**config.mk**
```make
export PLATFORM = sky130hd
export DESIGN_NAME = multi_task_timer_scheduler_unit
export DESIGN_NICKNAME = d
export VERILOG_FILES = /design/src/mtts_pkg.sv /design/src/multi_task_timer_scheduler_unit.sv /design/src/mtts_ctrl.sv /design/src/mtts_dpath.sv
export SDC_FILE = /design/constraint.sdc
export NUM_CORES = 2
export LEC_CHECK = 0
export ABC_CLOCK_PERIOD_IN_PS = 10800
export BUFFER_PORTS_ARGS = -buffer_cell sky130_fd_sc_hd__buf_2
export CAP_MARGIN = 20
export CORE_MARGIN = 2
export CORE_UTILIZATION = 47
export CTS_CLUSTER_SIZE = 14
export DETAILED_ROUTE_END_ITERATION = 8
export GPL_TIMING_DRIVEN = 0
export HOLD_SLACK_MARGIN = 0.06
export PLACE_DENSITY = 0.72
export SYNTH_ARGS = -nofsm -noshare
export SYNTH_HDL_FRONTEND = slang
export SYNTH_HIERARCHICAL = 1
export SYNTH_SLANG_ARGS = --single-unit
export TNS_END_PERCENT = 20
```
**constraint.sdc**
```tcl
create_clock -name clk -period 10.8 [get_ports clk]
set_input_delay 0 -clock clk [delete_from_list [all_inputs] [get_ports clk]]
set_output_delay 0 -clock clk [all_outputs]
set_load 0.005 [all_outputs]
```
**src/mtts_pkg.sv**
```systemverilog
`timescale 1ns / 1ps
// ----------------------------------------------------------------------------
// mtts_pkg
// shared types, codes and constants of the timer task scheduler
// ----------------------------------------------------------------------------
package mtts_pkg;

  localparam int MAX_TASKS_DEF = 16;
  // a tick fires at most this many tasks
  localparam int RESULT_CAP    = 16;
  localparam int FIRE_W        = $clog2(RESULT_CAP + 1);

  typedef enum logic [1:0] {
    OP_ADD   = 2'd0,
    OP_TICK  = 2'd1,
    OP_CLEAR = 2'd2,
    OP_NONE  = 2'd3
  } op_t;

  typedef enum logic [2:0] {
    ST_ADDED   = 3'd0,
    ST_FULL    = 3'd1,
    ST_FIRED   = 3'd2,
    ST_NONE    = 3'd3,
    ST_CLEARED = 3'd4
  } status_t;

  typedef enum logic [2:0] {
    S_IDLE,
    S_SCAN,
    S_TAIL,
    S_DECIDE,
    S_RD,
    S_UPD
  } state_t;

  typedef struct packed {
    logic [31:0] trig;
    logic [31:0] per;
    logic [31:0] rem;
  } entry_t;

  // controller to datapath
  typedef struct packed {
    logic    load;
    logic    scan_en;
    logic    rd_pick;
    logic    upd;
    logic    add_wr;
    logic    clr;
    logic    emit;
    status_t res;
    logic    last;
  } cmd_t;

  // datapath to controller
  typedef struct packed {
    op_t  func;
    logic pass0;
    logic scan_last;
    logic pick_found;
    logic free_found;
    logic fire_cap;
  } stat_t;

endpackage

```
**src/multi_task_timer_scheduler_unit.sv**
```systemverilog
`timescale 1ns / 1ps
// ----------------------------------------------------------------------------
// multi_task_timer_scheduler_unit
// table of periodic and one-shot timer tasks with add, tick and clear words
// ----------------------------------------------------------------------------
// A word is taken when start is high and busy is low. Every result appears
// for exactly one cycle with out_valid high and cannot be held off, so the
// receiver must take each one as it comes; out_last marks the final result
// of a word. The task table sits in a memory with one read port that is
// scanned one slot per cycle. An add, clear, unused code or a tick with
// nothing due finishes after one scan of the table. A tick first scans the
// table once; for each task it fires, it then reads the chosen slot, writes
// its update back and rescans the table for the nearest trigger time and
// the next due task.
// ----------------------------------------------------------------------------
module multi_task_timer_scheduler_unit
  import mtts_pkg::*;
#(
  parameter int MAX_TASKS = MAX_TASKS_DEF
) (
  input  logic               clk,
  input  logic               rst_n,
  // command side
  input  logic               start,
  output logic               busy,
  input  logic [1:0]         in_func,
  input  logic [31:0]        in_now,
  input  logic [31:0]        in_interval,
  input  logic signed [31:0] in_repeats,
  // result side, one word per strobe
  output logic               out_valid,
  output logic [2:0]         out_status,
  output logic [3:0]         out_slot,
  output logic [4:0]         out_task_count,
  output logic [31:0]        out_nearest_time,
  output logic               out_last
);

  // command and status between the sequencer and the table datapath
  cmd_t  cmd;
  stat_t stat;

  mtts_ctrl u_ctrl (
    .clk   (clk),
    .rst_n (rst_n),
    .start (start),
    .busy  (busy),
    .stat  (stat),
    .cmd   (cmd)
  );

  mtts_dpath #(
    .MAX_TASKS (MAX_TASKS)
  ) u_dpath (
    .clk              (clk),
    .rst_n            (rst_n),
    .cmd              (cmd),
    .stat             (stat),
    .in_func          (in_func),
    .in_now           (in_now),
    .in_interval      (in_interval),
    .in_repeats       (in_repeats),
    .out_valid        (out_valid),
    .out_status       (out_status),
    .out_slot         (out_slot),
    .out_task_count   (out_task_count),
    .out_nearest_time (out_nearest_time),
    .out_last         (out_last)
  );

  // a word just taken gives no result in the next cycle
  assert property (@(posedge clk) disable iff (!rst_n)
    (start && !busy) |=> !out_valid)
    else $error("result right after a taken word");

  // the final result leaves the block idle, an earlier one keeps it busy
  assert property (@(posedge clk) disable iff (!rst_n)
    (out_valid && out_last) |-> !busy)
    else $error("busy after final result");

  assert property (@(posedge clk) disable iff (!rst_n)
    (out_valid && !out_last) |-> busy)
    else $error("idle before final result");

  // an added task is always counted
  assert property (@(posedge clk) disable iff (!rst_n)
    (out_valid && (out_status == ST_ADDED)) |-> (out_task_count != 5'd0))
    else $error("add reported with empty table");

  // only tick words produce more than one result
  assert property (@(posedge clk) disable iff (!rst_n)
    (out_valid && !out_last) |-> (out_status == ST_FIRED))
    else $error("non-final result that is not a fire");

endmodule

```
**src/mtts_ctrl.sv**
```systemverilog
`timescale 1ns / 1ps
// ----------------------------------------------------------------------------
// mtts_ctrl
// sequencer: scan passes, pick update and result emission
// ----------------------------------------------------------------------------
module mtts_ctrl
  import mtts_pkg::*;
(
  input  logic  clk,
  input  logic  rst_n,
  input  logic  start,
  output logic  busy,
  input  stat_t stat,
  output cmd_t  cmd
);

  state_t state_r, state_nxt;

  always_ff @(posedge clk) begin
    if (!rst_n) begin
      state_r <= S_IDLE;
    end else begin
      state_r <= state_nxt;
    end
  end

  assign busy = (state_r != S_IDLE);

  // final result of a tick: no further due task, or the fire cap reached
  logic fire_last;
  assign fire_last = !stat.pick_found || stat.fire_cap;

  always_comb begin
    state_nxt = state_r;
    unique case (state_r)
      S_IDLE: begin
        if (start) state_nxt = S_SCAN;
      end
      S_SCAN: begin
        if (stat.scan_last) state_nxt = S_TAIL;
      end
      S_TAIL: state_nxt = S_DECIDE;
      S_DECIDE: begin
        state_nxt = S_IDLE;
        if (stat.func == OP_TICK) begin
          if (stat.pass0) begin
            if (stat.pick_found) state_nxt = S_RD;
          end else if (!fire_last) begin
            state_nxt = S_RD;
          end
        end
      end
      S_RD:  state_nxt = S_UPD;
      S_UPD: state_nxt = S_SCAN;
      default: state_nxt = S_IDLE;
    endcase
  end

  always_comb begin
    cmd = '0;
    cmd.res = ST_NONE;
    unique case (state_r)
      S_IDLE: cmd.load    = start;
      S_SCAN: cmd.scan_en = 1'b1;
      S_TAIL: ;
      S_DECIDE: begin
        unique case (stat.func)
          OP_ADD: begin
            cmd.emit   = 1'b1;
            cmd.last   = 1'b1;
            cmd.add_wr = stat.free_found;
            cmd.res    = stat.free_found ? ST_ADDED : ST_FULL;
          end
          OP_CLEAR: begin
            cmd.emit = 1'b1;
            cmd.last = 1'b1;
            cmd.clr  = 1'b1;
            cmd.res  = ST_CLEARED;
          end
          OP_TICK: begin
            if (stat.pass0) begin
              // first pass only chooses; nothing due gives one result
              cmd.emit = !stat.pick_found;
              cmd.last = 1'b1;
              cmd.res  = ST_NONE;
            end else begin
              cmd.emit = 1'b1;
              cmd.last = fire_last;
              cmd.res  = ST_FIRED;
            end
          end
          default: begin
            cmd.emit = 1'b1;
            cmd.last = 1'b1;
            cmd.res  = ST_NONE;
          end
        endcase
      end
      S_RD:  cmd.rd_pick = 1'b1;
      S_UPD: cmd.upd     = 1'b1;
      default: ;
    endcase
  end

endmodule

```
**src/mtts_dpath.sv**
```systemverilog
`timescale 1ns / 1ps
// ----------------------------------------------------------------------------
// mtts_dpath
// task table, scan accumulators, pick update and result registers
// ----------------------------------------------------------------------------
module mtts_dpath
  import mtts_pkg::*;
#(
  parameter int MAX_TASKS = MAX_TASKS_DEF
) (
  input  logic        clk,
  input  logic        rst_n,
  input  cmd_t        cmd,
  output stat_t       stat,
  input  logic [1:0]  in_func,
  input  logic [31:0] in_now,
  input  logic [31:0] in_interval,
  input  logic [31:0] in_repeats,
  output logic        out_valid,
  output logic [2:0]  out_status,
  output logic [3:0]  out_slot,
  output logic [4:0]  out_task_count,
  output logic [31:0] out_nearest_time,
  output logic        out_last
);

  localparam int IW = (MAX_TASKS > 1) ? $clog2(MAX_TASKS) : 1;
  localparam int CW = $clog2(MAX_TASKS + 1);
  localparam logic [IW-1:0] LAST_IDX = IW'(MAX_TASKS - 1);

  // task table, one read and one write port
  entry_t tbl_mem [MAX_TASKS];
  entry_t rdata_r;

  logic [MAX_TASKS-1:0] valid_r, due_r;
  logic [CW-1:0]        count_r, count_nxt;

  op_t         func_r;
  logic [31:0] now_r, ival_r, loop_r;
  logic        pass0_r;

  logic [IW-1:0] idx_r, sidx_r, pick_r, free_r, fired_r;
  logic          rd_vld_r;
  logic [31:0]   near_r, pick_t_r;
  logic          near_found_r, pick_found_r, free_found_r;
  logic [FIRE_W-1:0] fire_cnt_r;

  // read port
  logic [IW-1:0] raddr;
  assign raddr = cmd.rd_pick ? pick_r : idx_r;

  always_ff @(posedge clk) begin
    rdata_r <= tbl_mem[raddr];
  end

  // pick update
  logic        remove;
  logic [31:0] rem_dec;
  assign remove  = (rdata_r.rem == 32'd0) || (rdata_r.rem == 32'd1);
  assign rem_dec = rdata_r.rem[31] ? rdata_r.rem : (rdata_r.rem - 32'd1);

  logic [31:0] new_t;
  assign new_t = now_r + ival_r;

  // write port
  logic          we;
  logic [IW-1:0] waddr;
  entry_t        wdata;
  always_comb begin
    we    = cmd.add_wr || (cmd.upd && !remove);
    waddr = cmd.add_wr ? free_r : pick_r;
    if (cmd.add_wr) begin
      wdata = '{trig: new_t, per: ival_r, rem: loop_r};
    end else begin
      wdata = '{trig: rdata_r.trig + rdata_r.per, per: rdata_r.per, rem: rem_dec};
    end
  end

  always_ff @(posedge clk) begin
    if (we) tbl_mem[waddr] <= wdata;
  end

  always_comb begin
    priority if (cmd.clr)             count_nxt = '0;
    else if (cmd.add_wr)              count_nxt = count_r + 1'b1;
    else if (cmd.upd && remove)       count_nxt = count_r - 1'b1;
    else                              count_nxt = count_r;
  end

  // scan element, one slot per cycle
  logic        v_s, due_s;
  logic [31:0] t_s;
  assign v_s   = valid_r[sidx_r];
  assign t_s   = rdata_r.trig;
  assign due_s = pass0_r ? ((func_r == OP_TICK) && v_s && (t_s <= now_r)) : due_r[sidx_r];

  logic restart;
  assign restart = cmd.load || cmd.upd;

  always_ff @(posedge clk) begin
    if (!rst_n) begin
      valid_r    <= '0;
      due_r      <= '0;
      count_r    <= '0;
      rd_vld_r   <= 1'b0;
      idx_r      <= '0;
      pass0_r    <= 1'b0;
      fire_cnt_r <= '0;
      near_found_r <= 1'b0;
      pick_found_r <= 1'b0;
      free_found_r <= 1'b0;
    end else begin
      count_r  <= count_nxt;
      rd_vld_r <= cmd.scan_en;
      if (cmd.scan_en) idx_r <= idx_r + 1'b1;
      if (cmd.load) begin
        due_r      <= '0;
        pass0_r    <= 1'b1;
        fire_cnt_r <= '0;
      end
      if (cmd.clr)    valid_r <= '0;
      if (cmd.add_wr) valid_r[free_r] <= 1'b1;
      if (cmd.upd) begin
        due_r[pick_r] <= 1'b0;
        pass0_r       <= 1'b0;
        fire_cnt_r    <= fire_cnt_r + 1'b1;
        if (remove) valid_r[pick_r] <= 1'b0;
      end
      if (restart) begin
        idx_r        <= '0;
        near_found_r <= 1'b0;
        pick_found_r <= 1'b0;
        free_found_r <= 1'b0;
      end else if (rd_vld_r) begin
        if (pass0_r && (func_r == OP_TICK)) due_r[sidx_r] <= due_s;
        if (v_s && (!near_found_r || (t_s < near_r))) near_found_r <= 1'b1;
        if (!v_s) free_found_r <= 1'b1;
        if (due_s && (!pick_found_r || (t_s < pick_t_r))) pick_found_r <= 1'b1;
      end
    end
  end

  // accumulator payload
  always_ff @(posedge clk) begin
    sidx_r <= idx_r;
    if (cmd.load) begin
      func_r <= op_t'(in_func);
      now_r  <= in_now;
      ival_r <= in_interval;
      loop_r <= in_repeats;
    end
    if (cmd.upd) fired_r <= pick_r;
    if (!restart && rd_vld_r) begin
      if (v_s && (!near_found_r || (t_s < near_r))) near_r <= t_s;
      if (!v_s && !free_found_r) free_r <= sidx_r;
      if (due_s && (!pick_found_r || (t_s < pick_t_r))) begin
        pick_r   <= sidx_r;
        pick_t_r <= t_s;
      end
    end
  end

  always_comb begin
    stat.func       = func_r;
    stat.pass0      = pass0_r;
    stat.scan_last  = (idx_r == LAST_IDX);
    stat.pick_found = pick_found_r;
    stat.free_found = free_found_r;
    stat.fire_cap   = (fire_cnt_r == FIRE_W'(RESULT_CAP));
  end

  // result registers
  logic [IW-1:0] slot_sel;
  logic [31:0]   near_sel;
  always_comb begin
    slot_sel = '0;
    near_sel = near_found_r ? near_r : 32'd0;
    unique case (cmd.res)
      ST_ADDED: begin
        slot_sel = free_r;
        near_sel = (near_found_r && (near_r < new_t)) ? near_r : new_t;
      end
      ST_FIRED:   slot_sel = fired_r;
      ST_CLEARED: near_sel = 32'd0;
      default: ;
    endcase
  end

  logic        out_valid_r;
  logic [2:0]  out_status_r;
  logic [3:0]  out_slot_r;
  logic [4:0]  out_count_r;
  logic [31:0] out_near_r;
  logic        out_last_r;

  always_ff @(posedge clk) begin
    if (!rst_n) begin
      out_valid_r <= 1'b0;
    end else begin
      out_valid_r <= cmd.emit;
    end
  end

  always_ff @(posedge clk) begin
    if (cmd.emit) begin
      out_status_r <= cmd.res;
      out_slot_r   <= 4'(slot_sel);
      out_count_r  <= 5'(count_nxt);
      out_near_r   <= near_sel;
      out_last_r   <= cmd.last;
    end
  end

  assign out_valid        = out_valid_r;
  assign out_status       = out_status_r;
  assign out_slot         = out_slot_r;
  assign out_task_count   = out_count_r;
  assign out_nearest_time = out_near_r;
  assign out_last         = out_last_r;

endmodule

```
==> qor.txt <==
clock sinks: 1,910
DRT iter0 DRCs: 6,105
Synth top area share: 67.5%
Post-synth ARST share: 0%
Hold Crit Class: in2reg
max-slew violations: 0
DP Worst Slack: 4040 ps
Die Ht: 412 um
clock latency on the worst-skew pair: 820 ps
Finished Cell Area: 92,100 sq um
power consumption: 17.6 mW
Overall Global Routing Usage: 25.4%
max-cap viol count: 0
ANT nets after route: 0
mean post-synth cell area: 17.7 sq um
number of CTS-inserted buffers: 183
CTS tree: yes
chip width: 412 um
final WL: 216,000 um
# fillers: 12,244
worst reg-to-reg path cell count: 21
leading area contributor after synthesis: edfxtp_1
P_leak: 31.0 nW
Max Fclk: 139 MHz
Synth Flop Type: edfxtp_1
share of cells above drive strength 1: 21.7%
filler-free cell count of the finished design: 7,460
Area after DPL: 83,800 sq um
final setup fails: 0
placed insts: 6,893
Via Count: 45,616
register area share after synthesis: 71.5%
Netlist cell types: 88
Clock transition at path regs: 70 ps
M1 wire length: 85,500 um
largest family of logic cells by synthesized area: multiplexers
clock buffer depth: 3
met2 WL post-DR: 98,100 um
crit path from: u_dpath/ival_r[0]$_DFFE_PP_
critical path type: reg2reg
status: finished with violations
met3 wire len: 24,800 um
Detail Placement HPWL: 146,000 um
r2r startpoint: u_dpath/ival_r[0]$_DFFE_PP_
Critical Path Source Type: flop
Combinational Power Share: 12.8%
vias in the first global route: 44,525
R2R Setup Slk: 3590 ps
Synth Warn #: 6
# DRC: 28
CP max stage delay: 820 ps
Sw Pwr: 4.41 mW
grt ovf: 0
Slew @ Worst Pin: 1310 ps
top-count cell post-synth: edfxtp_1
crit-path max FO: 10
Fin. Hold Viols: 0
drt pass-1 iters: 8
XOR/XNOR share of the synthesized area: 0.976%
simple-gate portion of the synthesized area: 4.78%
Buf/Inv on CP: 2
Max H-tree Level: 4
Top delay family on crit path: compound AO/OA/AOI/OAI gates
RSZ-0062 raised after global routing: no
Setup Buffers After CTS: 0
first-pass GRT wire length: 309,000 um
switching share of power: 25.0%
Adder-Cell Fraction of Synth Area: 3.14%
# rows: 149
WL/cell: 29.0 um
Hold Buf Count CTS: 201
Crit-path slowest cell: o21ai_1
post-synth net total: 4,717
slack of the critical path: 3590 ps
number of synthesized flops with an enable pin: 1,755
Power Dens Cells: 191 nW/um^2
arrival time at the worst endpoint: 7650 ps
CP Capture Type: flop
worst path required time: 11,240 ps
Max Clock Skew: 62.2 ps
R2R Path End: u_dpath/out_nearest_time[9]$_DFFE_PP_
P_int: 13.2 mW
violated checks: DRC
Core Area: 165,000 sq um
routability cong.: 0.929
Post-CTS Resized: 0
compound-cell area share of the yosys netlist: 5.63%
largest net degree at the start of global routing: 37
Gate Count Post-Synth: 4,422
crit path to: u_dpath/out_nearest_time[9]$_DFFE_PP_
initial antenna violation count: 11
IO Pins: 148
mux cell area share after synthesis: 12.1%
maximum VDD drop: 0.000165 V
WP depth: 21
Post-synth top cells: 1,755 x edfxtp_1, 394 x mux4_2, 332 x nand2_1, 192 x ha_1, 159 x inv_1
Cell Area, Synth: 78,100 sq um
CTS root buf: clkbuf_16
port bufs: 147
Max Used Layer: met5
Tcrit/Tclk final: 66.8%
fin crit period: 7210 ps
Area growth syn-to-layout: 18.0%
Die ar.: 169,000 sq um
max_slew headroom: 10.2%
part of the power in registers: 50.4%
vias per cell: 6.11
Yosys reg bits: 1,910
CP dominant cell by count: ha_1
Clk pwr share: 36.8%
Initial Util: 47.3%
CP Cell Sequence: ha_1 > inv_1 > fa_1 > and2b_1 > o31ai_2 > a211oi_2 > o211a_1 > nor3b_1 > o211ai_1 > a31oi_1 > xor2_1 > ha_1 > a21oi_1 > nor2b_1 > o21ai_0 > nand2b_1 > a211oi_1 > o2111ai_1 > o21ai_1 > buf_2 > o2bb2ai_1
Final #Nets: 5,404
Synth area leaders: edfxtp_1 68%, mux4_2 11%, dfxtp_1 4.0%
-- per-layer routing --
| layer | GRT usage, % | up-vias |
|---|---|---|
| li1 | - | 19031 |
| met1 | 36.1 | 23381 |
| met2 | 38.6 | 2801 |
| met3 | 6.02 | 393 |
| met4 | 8.92 | 10 |
| met5 | 0 | - |
-- cells in the final DEF (no fill, tap or decap), drive strengths merged, types with 13 or more instances in the layout --
cell	instances
clkinv	82
and2	109
mux4	394
nand2	332
inv	165
or3	14
nor2	112
dlygate4sd3	201
o2bb2ai	16
o2111ai	14
nand3	24
ha	192
a211oi	112
nor2b	16
buf	375
o21a	16
nor4	14
xnor2	53
nand2b	31
a21o	57
xor2	34
a22o	17
o21ai	117
a31oi	111
bufinv	15
o22ai	18
mux2	41
nor3	40
mux2i	13
edfxtp	1755
a21oi	108
nand4	27
and3	15
clkbuf	354
dfxtp	155
-- sequential cells by signal, indices dropped and copies added, names as in the netlist, 16 cells and up --
register	cells
u_dpath/valid_r	16
u_dpath/t_s	32
u_dpath/near_r	32
u_dpath/ival_r	32
u_dpath/now_r	32
u_dpath/out_nearest_time	32
u_dpath/due_r	16
u_dpath/tbl_mem	1536
u_dpath/pick_t_r	32
u_dpath/loop_r	32
u_dpath/rdata_r	64
-- worst register-to-register path, stage by stage (launching register included) --
cell and delay (ps):
edfxtp_1 490, ha_1 270, inv_1 80, fa_1 200, and2b_1 210, o31ai_2 320, a211oi_2 220, o211a_1 280
nor3b_1 730, o211ai_1 270, a31oi_1 300, xor2_1 430, ha_1 340, a21oi_1 150, nor2b_1 60, o21ai_0 160
nand2b_1 90, a211oi_1 240, o2111ai_1 350, o21ai_1 820, buf_2 490, o2bb2ai_1 370
-- metrics by stage --
stage	utilization, %	hold WS (ps)	setup TNS [ps]
after floorplan	-	98.9	0
after global placement	49.4	177	-4416200
after detailed placement	50.8	178	0
after CTS	55.7	113	0
after global routing	55.8	186	0
final	55.8	159	0
-- how the worst min path moves through the flow --
stage	slack, ps	to	from	cells past startpoint
after global routing	190	u_ctrl/state_r[2]$_SDFFE_PN0P_	start	5
after CTS	110	u_ctrl/state_r[2]$_SDFFE_PN0P_	start	5
final	160	u_ctrl/state_r[2]$_SDFFE_PN0P_	start	5
after detailed placement	180	u_dpath/loop_r[4]$_DFFE_PP_	in_repeats[4]	1
after global placement	180	u_dpath/loop_r[28]$_DFFE_PP_	in_repeats[28]	1
after floorplan	100	u_dpath/func_r[0]$_DFFE_PP_	in_func[0]	0
-- cell type report --
class                   instances  area, sq um  share of cell area [%]
plain buffers                 197          850                   0.922
clock buffers                 231         5010                    5.44
clock inverters               108         1110                    1.20
multi-input cells            2154        21000                    22.8
well taps                    2189         2740                    2.97
flip-flops and latches       1910        55800                    60.6
inverters                     161          604                   0.656
repair buffers                502         4990                    5.42
diodes                          8         20.0                  0.0217
-- power by group through the flow --
stage / Sequential, mW / Combinational [mW] / Clock [mW]
final: 8.87 / 2.26 / 6.47
after global routing: 8.87 / 2.43 / 6.82
after CTS: 8.88 / 2.17 / 6.53
after detailed placement: 9.03 / 2.10 / 0
after global placement: 9.06 / 1.93 / 0
after floorplan: 8.94 / 1.32 / 0
-- cell families (layout without fill, tap and decap cells) --
family	count (synthesis)	in the layout
xor+xnor	87	87
other cells	0	8
flops	1910	1910
simple gates	770	770
fa+ha+maj	195	195
compound gates	654	654
buf+inv	358	1199
mux	448	448
(Power assumes the default switching activity.)
